==> src/rtl/mbx_pkg.sv <==
// ---------------------------------------------------------------------------
// mbx_pkg
// Types, byte codes and the postmark table shared by the mbox quoting block.
// ---------------------------------------------------------------------------
package mbx_pkg;

    localparam logic [7:0] ChDot     = 8'h2E;
    localparam logic [7:0] ChNewline = 8'h0A;
    localparam logic [7:0] ChGt      = 8'h3E;

    // Length of the postmark "From " and the most matched bytes ever flushed.
    localparam logic [2:0] PostLen  = 3'd5;
    localparam logic [2:0] PostKeep = 3'd4;

    localparam int CmdDepth = 4;

    typedef struct packed {
        logic [7:0] data_byte;
        logic       end_of_input;
    } in_item_t;

    typedef struct packed {
        logic [7:0] out_byte;
        logic       byte_valid;
        logic       last;
        logic       letter_end;
    } out_item_t;

    // One classified item: the results it causes, in this order:
    // a '>' or '.' prefix, postmark bytes, the input byte, newlines, a bare marker.
    typedef struct packed {
        logic       pre_gt;
        logic       pre_dot;
        logic [2:0] post_n;
        logic       has_c;
        logic [7:0] c;
        logic [1:0] nl_cnt;
        logic       bare;
        logic       letter_end;
    } cmd_t;

    function automatic logic [7:0] pm_byte(input logic [2:0] idx);
        logic [7:0] b;
        case (idx)
            3'd0:    b = 8'h46;  // F
            3'd1:    b = 8'h72;  // r
            3'd2:    b = 8'h6F;  // o
            3'd3:    b = 8'h6D;  // m
            3'd4:    b = 8'h20;  // space
            default: b = 8'h00;
        endcase
        return b;
    endfunction

endpackage

==> src/rtl/mbx_front.sv <==
// ---------------------------------------------------------------------------
// mbx_front
// Line tracker: classifies each accepted byte and emits at most one command word.
// ---------------------------------------------------------------------------
module mbx_front
(
    input  logic              clk,
    input  logic              rst_n,
    input  logic              accept,
    input  mbx_pkg::in_item_t item,
    output mbx_pkg::cmd_t     cmd,
    output logic              cmd_push
);

    typedef enum logic [2:0] {
        MODE_START = 3'd0,
        MODE_DOT   = 3'd1,
        MODE_POST  = 3'd2,
        MODE_MID   = 3'd3,
        MODE_DONE  = 3'd4
    } mode_t;

    mode_t      mode_reg, mode_next;
    logic [2:0] match_reg, match_next;
    logic       blank_reg, blank_next;

    logic [7:0] c;
    logic [2:0] match_plus;
    logic [2:0] keep_n;
    logic       pm_hit;
    logic       blank_eff;

    assign c          = item.data_byte;
    assign match_plus = match_reg + 3'd1;
    assign keep_n     = (match_reg > mbx_pkg::PostKeep) ? mbx_pkg::PostKeep : match_reg;
    assign pm_hit     = (match_reg < mbx_pkg::PostLen) && (c == mbx_pkg::pm_byte(match_reg));

    always_comb
    begin
        mode_next  = mode_reg;
        match_next = match_reg;
        blank_next = blank_reg;
        cmd        = '0;
        cmd.c      = c;
        cmd_push   = 1'b0;
        blank_eff  = 1'b0;
        if (accept)
        begin
            if (item.end_of_input)
            begin
                if (mode_reg != MODE_DONE)
                begin
                    // A pending dot or postmark makes a nonblank line.
                    blank_eff      = blank_reg && (mode_reg != MODE_DOT) &&
                                     (mode_reg != MODE_POST);
                    cmd_push       = 1'b1;
                    cmd.pre_dot    = (mode_reg == MODE_DOT);
                    cmd.post_n     = (mode_reg == MODE_POST) ? keep_n : 3'd0;
                    cmd.nl_cnt     = {1'b0, mode_reg != MODE_START} + {1'b0, !blank_eff};
                    cmd.bare       = blank_eff;
                    cmd.letter_end = 1'b1;
                end
                mode_next  = MODE_START;
                match_next = 3'd0;
                blank_next = 1'b0;
            end
            else
            begin
                case (mode_reg)
                    MODE_DONE:
                    begin
                    end
                    MODE_START:
                    begin
                        if (c == mbx_pkg::ChDot)
                        begin
                            mode_next = MODE_DOT;
                        end
                        else if (c == mbx_pkg::pm_byte(3'd0))
                        begin
                            mode_next  = MODE_POST;
                            match_next = 3'd1;
                        end
                        else
                        begin
                            cmd_push  = 1'b1;
                            cmd.has_c = 1'b1;
                            if (c == mbx_pkg::ChNewline)
                            begin
                                blank_next = 1'b1;
                            end
                            else
                            begin
                                mode_next  = MODE_MID;
                                blank_next = 1'b0;
                            end
                        end
                    end
                    MODE_DOT:
                    begin
                        cmd_push = 1'b1;
                        if (c == mbx_pkg::ChNewline)
                        begin
                            mode_next      = MODE_DONE;
                            cmd.bare       = blank_reg;
                            cmd.nl_cnt     = {1'b0, !blank_reg};
                            cmd.letter_end = 1'b1;
                        end
                        else
                        begin
                            mode_next   = MODE_MID;
                            blank_next  = 1'b0;
                            cmd.pre_dot = 1'b1;
                            cmd.has_c   = 1'b1;
                        end
                    end
                    MODE_POST:
                    begin
                        if (pm_hit)
                        begin
                            match_next = match_plus;
                            if (match_plus >= mbx_pkg::PostLen)
                            begin
                                cmd_push   = 1'b1;
                                cmd.pre_gt = 1'b1;
                                cmd.post_n = mbx_pkg::PostLen;
                                match_next = 3'd0;
                                mode_next  = MODE_MID;
                                blank_next = 1'b0;
                            end
                        end
                        else
                        begin
                            // Mismatch: write out what matched, then this byte.
                            cmd_push   = 1'b1;
                            cmd.post_n = keep_n;
                            cmd.has_c  = 1'b1;
                            mode_next  = (c == mbx_pkg::ChNewline) ? MODE_START : MODE_MID;
                            match_next = 3'd0;
                            blank_next = 1'b0;
                        end
                    end
                    default:
                    begin
                        cmd_push  = 1'b1;
                        cmd.has_c = 1'b1;
                        mode_next = (c == mbx_pkg::ChNewline) ? MODE_START : MODE_MID;
                    end
                endcase
            end
        end
    end

    always_ff @(posedge clk or negedge rst_n)
    begin
        if (!rst_n)
        begin
            mode_reg  <= MODE_START;
            match_reg <= 3'd0;
            blank_reg <= 1'b0;
        end
        else
        begin
            mode_reg  <= mode_next;
            match_reg <= match_next;
            blank_reg <= blank_next;
        end
    end

endmodule

==> src/rtl/mbx_cmd_fifo.sv <==
// ---------------------------------------------------------------------------
// mbx_cmd_fifo
// Short command queue between the line tracker and the result sequencer.
// ---------------------------------------------------------------------------
module mbx_cmd_fifo
#(
    parameter int DEPTH = mbx_pkg::CmdDepth
)
(
    input  logic          clk,
    input  logic          rst_n,
    input  logic          push,
    input  mbx_pkg::cmd_t push_cmd,
    input  logic          pop,
    output mbx_pkg::cmd_t head,
    output logic          head_valid,
    output logic          full
);

    localparam int PtrW = $clog2(DEPTH);
    localparam int CntW = $clog2(DEPTH + 1);

    mbx_pkg::cmd_t mem [DEPTH];

    logic [PtrW-1:0] wr_ptr_reg, rd_ptr_reg;
    logic [CntW-1:0] count_reg;
    logic            do_push, do_pop;

    assign do_push    = push && !full;
    assign do_pop     = pop && head_valid;
    assign full       = (count_reg == CntW'(DEPTH));
    assign head_valid = (count_reg != '0);
    assign head       = mem[rd_ptr_reg];

    always_ff @(posedge clk)
    begin
        if (do_push)
        begin
            mem[wr_ptr_reg] <= push_cmd;
        end
    end

    always_ff @(posedge clk or negedge rst_n)
    begin
        if (!rst_n)
        begin
            wr_ptr_reg <= '0;
            rd_ptr_reg <= '0;
            count_reg  <= '0;
        end
        else
        begin
            if (do_push)
            begin
                wr_ptr_reg <= (wr_ptr_reg == PtrW'(DEPTH - 1)) ? '0 : wr_ptr_reg + 1'b1;
            end
            if (do_pop)
            begin
                rd_ptr_reg <= (rd_ptr_reg == PtrW'(DEPTH - 1)) ? '0 : rd_ptr_reg + 1'b1;
            end
            if (do_push && !do_pop)
            begin
                count_reg <= count_reg + 1'b1;
            end
            else if (do_pop && !do_push)
            begin
                count_reg <= count_reg - 1'b1;
            end
        end
    end

endmodule

==> src/rtl/mbx_back.sv <==
// ---------------------------------------------------------------------------
// mbx_back
// Result sequencer: expands the head command into beats into a registered output
// stage, one per cycle while that stage is empty or being popped.
// ---------------------------------------------------------------------------
module mbx_back
(
    input  logic               clk,
    input  logic               rst_n,
    input  mbx_pkg::cmd_t      head,
    input  logic               head_valid,
    output logic               head_pop,
    output mbx_pkg::out_item_t result,
    output logic               empty,
    input  logic               pop
);

    logic [2:0]         idx_reg;
    logic               out_valid_reg;
    mbx_pkg::out_item_t out_reg;

    logic [3:0]         idx4;
    logic [3:0]         b0, b1, b2, b3, total;
    logic               can_load;
    logic               emit;
    mbx_pkg::out_item_t beat;

    assign idx4  = {1'b0, idx_reg};
    assign b0    = {3'd0, head.pre_gt | head.pre_dot};
    assign b1    = b0 + {1'b0, head.post_n};
    assign b2    = b1 + {3'd0, head.has_c};
    assign b3    = b2 + {2'd0, head.nl_cnt};
    assign total = b3 + {3'd0, head.bare};

    always_comb
    begin
        beat            = '0;
        beat.byte_valid = 1'b1;
        if (idx4 < b0)
        begin
            beat.out_byte = head.pre_gt ? mbx_pkg::ChGt : mbx_pkg::ChDot;
        end
        else if (idx4 < b1)
        begin
            beat.out_byte = mbx_pkg::pm_byte(3'(idx4 - b0));
        end
        else if (idx4 < b2)
        begin
            beat.out_byte = head.c;
        end
        else if (idx4 < b3)
        begin
            beat.out_byte = mbx_pkg::ChNewline;
        end
        else
        begin
            beat.byte_valid = 1'b0;
        end
        beat.last       = (idx4 == total - 4'd1);
        beat.letter_end = beat.last && head.letter_end;
    end

    assign can_load = !out_valid_reg || pop;
    assign emit     = head_valid && can_load;
    assign head_pop = emit && beat.last;
    assign result   = out_reg;
    assign empty    = !out_valid_reg;

    always_ff @(posedge clk)
    begin
        if (emit)
        begin
            out_reg <= beat;
        end
    end

    always_ff @(posedge clk or negedge rst_n)
    begin
        if (!rst_n)
        begin
            idx_reg       <= 3'd0;
            out_valid_reg <= 1'b0;
        end
        else
        begin
            if (can_load)
            begin
                out_valid_reg <= emit;
            end
            if (emit)
            begin
                idx_reg <= beat.last ? 3'd0 : idx_reg + 3'd1;
            end
        end
    end

endmodule

==> src/rtl/mbox_from_escape_dot_terminator.sv <==
// ---------------------------------------------------------------------------
// mbox_from_escape_dot_terminator
// Copies a letter in mbox form: quotes postmark lines, ends on a lone dot.
// ---------------------------------------------------------------------------
//  channel  | ports               | beat taken when
//  ---------+---------------------+----------------------
//  input    | item, push, full    | push high, full low
//  result   | result, pop, empty  | pop high, empty low
//
// The line tracker takes one byte per cycle while full is low, classifying it
// in that cycle. The sequencer writes one result beat per cycle unless the
// output stalls; the command queue absorbs items causing one to six beats.
// An item's results pass through the command queue, then the output register.
// full rises only when the command queue holds CMD_DEPTH commands.
// rst_n clears the line state, the queue and the output stage asynchronously.
// ---------------------------------------------------------------------------
module mbox_from_escape_dot_terminator
#(
    parameter int CMD_DEPTH = mbx_pkg::CmdDepth
)
(
    input  logic               clk,
    input  logic               rst_n,
    input  logic               push,
    output logic               full,
    input  mbx_pkg::in_item_t  item,
    output logic               empty,
    input  logic               pop,
    output mbx_pkg::out_item_t result
);

    logic          accept;
    mbx_pkg::cmd_t cmd;
    logic          cmd_push;
    mbx_pkg::cmd_t head;
    logic          head_valid;
    logic          head_pop;

    assign accept = push && !full;

    mbx_front u_front
    (
        .clk      (clk),
        .rst_n    (rst_n),
        .accept   (accept),
        .item     (item),
        .cmd      (cmd),
        .cmd_push (cmd_push)
    );

    mbx_cmd_fifo
    #(
        .DEPTH (CMD_DEPTH)
    )
    u_fifo
    (
        .clk        (clk),
        .rst_n      (rst_n),
        .push       (cmd_push),
        .push_cmd   (cmd),
        .pop        (head_pop),
        .head       (head),
        .head_valid (head_valid),
        .full       (full)
    );

    mbx_back u_back
    (
        .clk        (clk),
        .rst_n      (rst_n),
        .head       (head),
        .head_valid (head_valid),
        .head_pop   (head_pop),
        .result     (result),
        .empty      (empty),
        .pop        (pop)
    );

    // A command is only written for a beat actually taken.
    a_push_on_accept: assert property (@(posedge clk) disable iff (!rst_n)
        cmd_push |-> accept)
        else $error("command written without an accepted input beat");

    // The sequencer never retires a command the queue does not hold.
    a_pop_valid: assert property (@(posedge clk) disable iff (!rst_n)
        head_pop |-> head_valid)
        else $error("command queue popped while empty");

    // The letter end always closes its item's results.
    a_letter_end_last: assert property (@(posedge clk) disable iff (!rst_n)
        (!empty && result.letter_end) |-> result.last)
        else $error("letter end on a beat that is not last");

    // A bare marker only ever stands as the closing beat of a letter.
    a_bare_closes: assert property (@(posedge clk) disable iff (!rst_n)
        (!empty && !result.byte_valid) |-> (result.last && result.letter_end))
        else $error("bare marker that does not close the letter");

endmodule

==> config.mk <==
export PLATFORM = sky130hd
export DESIGN_NAME = mbox_from_escape_dot_terminator
export DESIGN_NICKNAME = d
export VERILOG_FILES = /design/src/rtl/mbx_pkg.sv /design/src/rtl/mbx_front.sv /design/src/rtl/mbx_cmd_fifo.sv /design/src/rtl/mbx_back.sv /design/src/rtl/mbox_from_escape_dot_terminator.sv
export SDC_FILE = /design/constraint.sdc
export NUM_CORES = 1
export LEC_CHECK = 0
export ABC_AREA = 1
export BUFFER_PORTS_ARGS = -buffer_cell sky130_fd_sc_hd__buf_4
export CORE_ASPECT_RATIO = 0.5
export CORE_MARGIN = 10
export CORE_UTILIZATION = 35
export DETAILED_ROUTE_END_ITERATION = 7
export REMOVE_ABC_BUFFERS = 1
export SYNTH_ARGS = -nofsm -noshare
export SYNTH_HDL_FRONTEND = slang
export SYNTH_SLANG_ARGS = --single-unit
==> constraint.sdc <==
create_clock -name clk -period 9.95 [get_ports clk]
set_clock_uncertainty 0.2 [all_clocks]
set_input_delay 1.99 -clock clk [delete_from_list [all_inputs] [get_ports clk]]
set_output_delay 1.99 -clock clk [all_outputs]
set_load 0.03 [all_outputs]
==> flow_summary_export.csv <==
group,metric,value,unit
run_status,status,"finished clean",
timing,layout_setup_ws,4387,ps
critical_path,critical-path-max-stage-delay,780,ps
critical_path,crit_slowest_cell,"dfrtp_1",
floorplanning,initial_core_util,36.03,%
cts,numCtsBuffers,9,
route,drt_iter0_drc,243,
placement,gp_congestion,0.8556,
final_layout,top_register,"u_fifo.mem",
critical_path,critPathKind,"reg2reg",
timing,max_freq,0.1797,GHz
critical_path,critPathArrivalTime,5590,ps
route,drt-wirelength-per-cell,14.60,um
floorplanning,ios,26,
cts,hold_buffers,0,
floorplanning,dieArea,21810,um^2
placement,place_hpwl,8627,um
synthesis,ys_seq_area_share,52.44,%
timing,drv_slew,0,
cts,clock_latency,340,ps
critical_path,path_buf_inv,5,
global_routing,grt_pass1_wl,19460,um
cts,h-tree-depth,3,
global_routing,overflow,0,
cts,clockRootBuffer,"clkbuf_16",
floorplanning,die_h,109.5,um
hold_path,hold_class,"reg2reg",
final_layout,syn_to_final_growth,12.06,%
timing,layout_worst_path_cycle_share,55.91,%
timing,setup_violations,0,
timing,slew_headroom,50.92,%
final_layout,drive_gt1_share,14.33,%
timing,period_minus_slack,5563,ps
route,wl,12040,um
critical_path,endpoint_kind,"register",
synthesis,syn_inst,588,
placement,portBuffers,25,
cts,postCtsResizedCells,0,
final_layout,layout.nets,660,
route,final_antenna_net_count,0,
run,drv_cap,0,
route,drtPass1Iterations,8,
timing,setup-tns-final,0,ps
critical_path,startpoint_type,"register",
cts,clkSinkCount,101,
final_layout,n_antenna_cell,0,
floorplanning,core.rowCount,32,
timing,hold_violations,0,
cts,cts_setup_buffers,0,
global_routing,grt.total_usage,11.33,%
final_layout,n_fill_cell,1518,
route,via_count,4037,
final_layout,final_util,40.38,%
floorplanning,dieWidth,199.1,um
critical_path,crit_path_cell_trace,"inv_1 -> o21ai_0 -> o22ai_1 -> inv_1 -> o221ai_1 -> ha_1 -> ha_1 -> ha_1 -> inv_1 -> fa_1 -> ha_1 -> nand2_1 -> inv_1 -> nor3_1 -> nand4_2 -> ha_1 -> inv_1 -> fa_1 -> mux2_2",
placement,place_inst,809,
final_layout,final_cells,825,
cts,clkTransAtPathRegs,70,ps
cts,cts_tree,"built",
floorplanning,core_area,15570,um^2
critical_path,required,9980,ps
global_routing,grt_start_max_net_pins,40,
synthesis,syn_area,5612,um^2
synthesis,yosysWarnings,0,
route,viasPerCell,4.893,
timing,worst_pin_slew,729.9,ps
critical_path,critPathTopFamily,"adder cells",
synthesis,yosysUniqueCellTypes,50,
critical_path,crit_fanout,21,
synthesis,avgSynthCellArea,9.544,um^2
cts,cts_buffer_depth,2,
global_routing,antenna_found_initial,0,
global_routing,grt_pass1_vias,3894,
placement,dp_slack,4373,ps
timing,rsz0062_at_grt,"false",
route,drc,0,
final_layout,largest_reg_flops,72,
synthesis,synth-seq-cells,101,
[synth_stat cells, drive strengths merged]
cell | count | area share [%]
a21boi | 1 | 0.13
mux2 | 1 | 0.20
o21ai | 40 | 3.7
nand2 | 128 | 9.4
o221ai | 1 | 0.16
nand3b | 2 | 0.27
o22ai | 10 | 1.1
dfrtp | 18 | 8.0
a32o | 1 | 0.18
xnor2 | 4 | 0.96
o31ai | 3 | 0.40
a21oi | 15 | 1.3
o211ai | 1 | 0.13
inv | 77 | 5.2
nand4 | 12 | 1.8
nor3 | 9 | 0.98
o21bai | 1 | 0.33
o311ai | 1 | 0.16
nand3 | 36 | 3.9
and2 | 1 | 0.11
buf | 4 | 0.56
fa | 2 | 0.71
o41ai | 1 | 0.16
a32oi | 1 | 0.16
nor2 | 79 | 5.6
edfxtp | 83 | 44
clkbuf | 8 | 0.54
xor2 | 7 | 1.2
a311oi | 3 | 0.47
o2111ai | 1 | 0.16
a31oi | 2 | 0.22
or2 | 3 | 0.33
o221a | 1 | 0.20
a22oi | 1 | 0.13
ha | 29 | 6.5
clkdlybuf4s50 | 1 | 0.20
[per-stage QoR]
stage	hold WS, ps	cell area, um^2
6_report	328.9	6289
5_1_grt	359.9	6289
4_1_cts	334.8	6289
3_5_place_dp	317.9	6020
3_3_place_gp	311.4	6020
2_1_floorplan	284.4	5539
[metal layers]
metal	vias up	wire [um]	track usage, %
met5	-	0	0
met3	8	670	2.897
met2	78	5370	18.24
li1	2050	-	-
met1	1901	5884	14.78
met4	0	116	3.515
[cell families after synthesis]
logic type	count (synthesis)	synth area share [%]
adders and majority gates	31	7.180
and+or+nand+nor	270	22.41
buffers and inverters	90	6.444
DFF	101	52.44
muxes	1	0.2007
xor gates and xnor gates	11	2.185
AOI/OAI and AO/OA	84	9.142
[cells in the final DEF (no fill, tap or decap), drive strengths merged, types with 9 or more instances in the layout]
cell,instances
a21oi,15
o21ai,40
ha,29
dfrtp,18
inv,78
clkbuf,11
nor3,9
edfxtp,83
nand2,128
o22ai,10
nand3,36
nand4,12
buf,30
nor2,79
[worst paths after layout]
path / startpoint / endpoint / slack (ps) / cells past startpoint
setup / recovery: u_fifo.rd_ptr_reg[1] / u_fifo.count_reg[1] / 4390 / 19
setup reg to reg: u_fifo.rd_ptr_reg[1] / u_fifo.count_reg[1] / 4390 / 19
hold reg to reg: u_front.mode_reg[0] / u_front.mode_reg[0] / 330 / 2
hold / removal: u_front.mode_reg[0] / u_front.mode_reg[0] / 330 / 2
max in group asynchronous: rst_n / u_front.match_reg[0] / 7990 / 1
min in group asynchronous: rst_n / u_fifo.count_reg[0] / 1320 / 1
[layout make-up]
class	count	area (um^2)	area share [%]
flip-flops and latches	101	2943	46.80
inverters	77	289.0	4.596
clock inverters	5	36.28	0.5770
multi-input cells	397	2307	36.69
repair buffers	30	225.2	3.581
clock buffers	11	232.7	3.701
well taps	204	255.2	4.059
[tightest hold or removal path, delay by kind of cell, from the launching register on]
kind	cells	cell delay (ps)
DFF	1	380
and+or+nand+nor	2	110
Power is left out: the tool's default activity adds up to more than one toggle a clock period on the data nets, which glitch-free logic cannot reach.
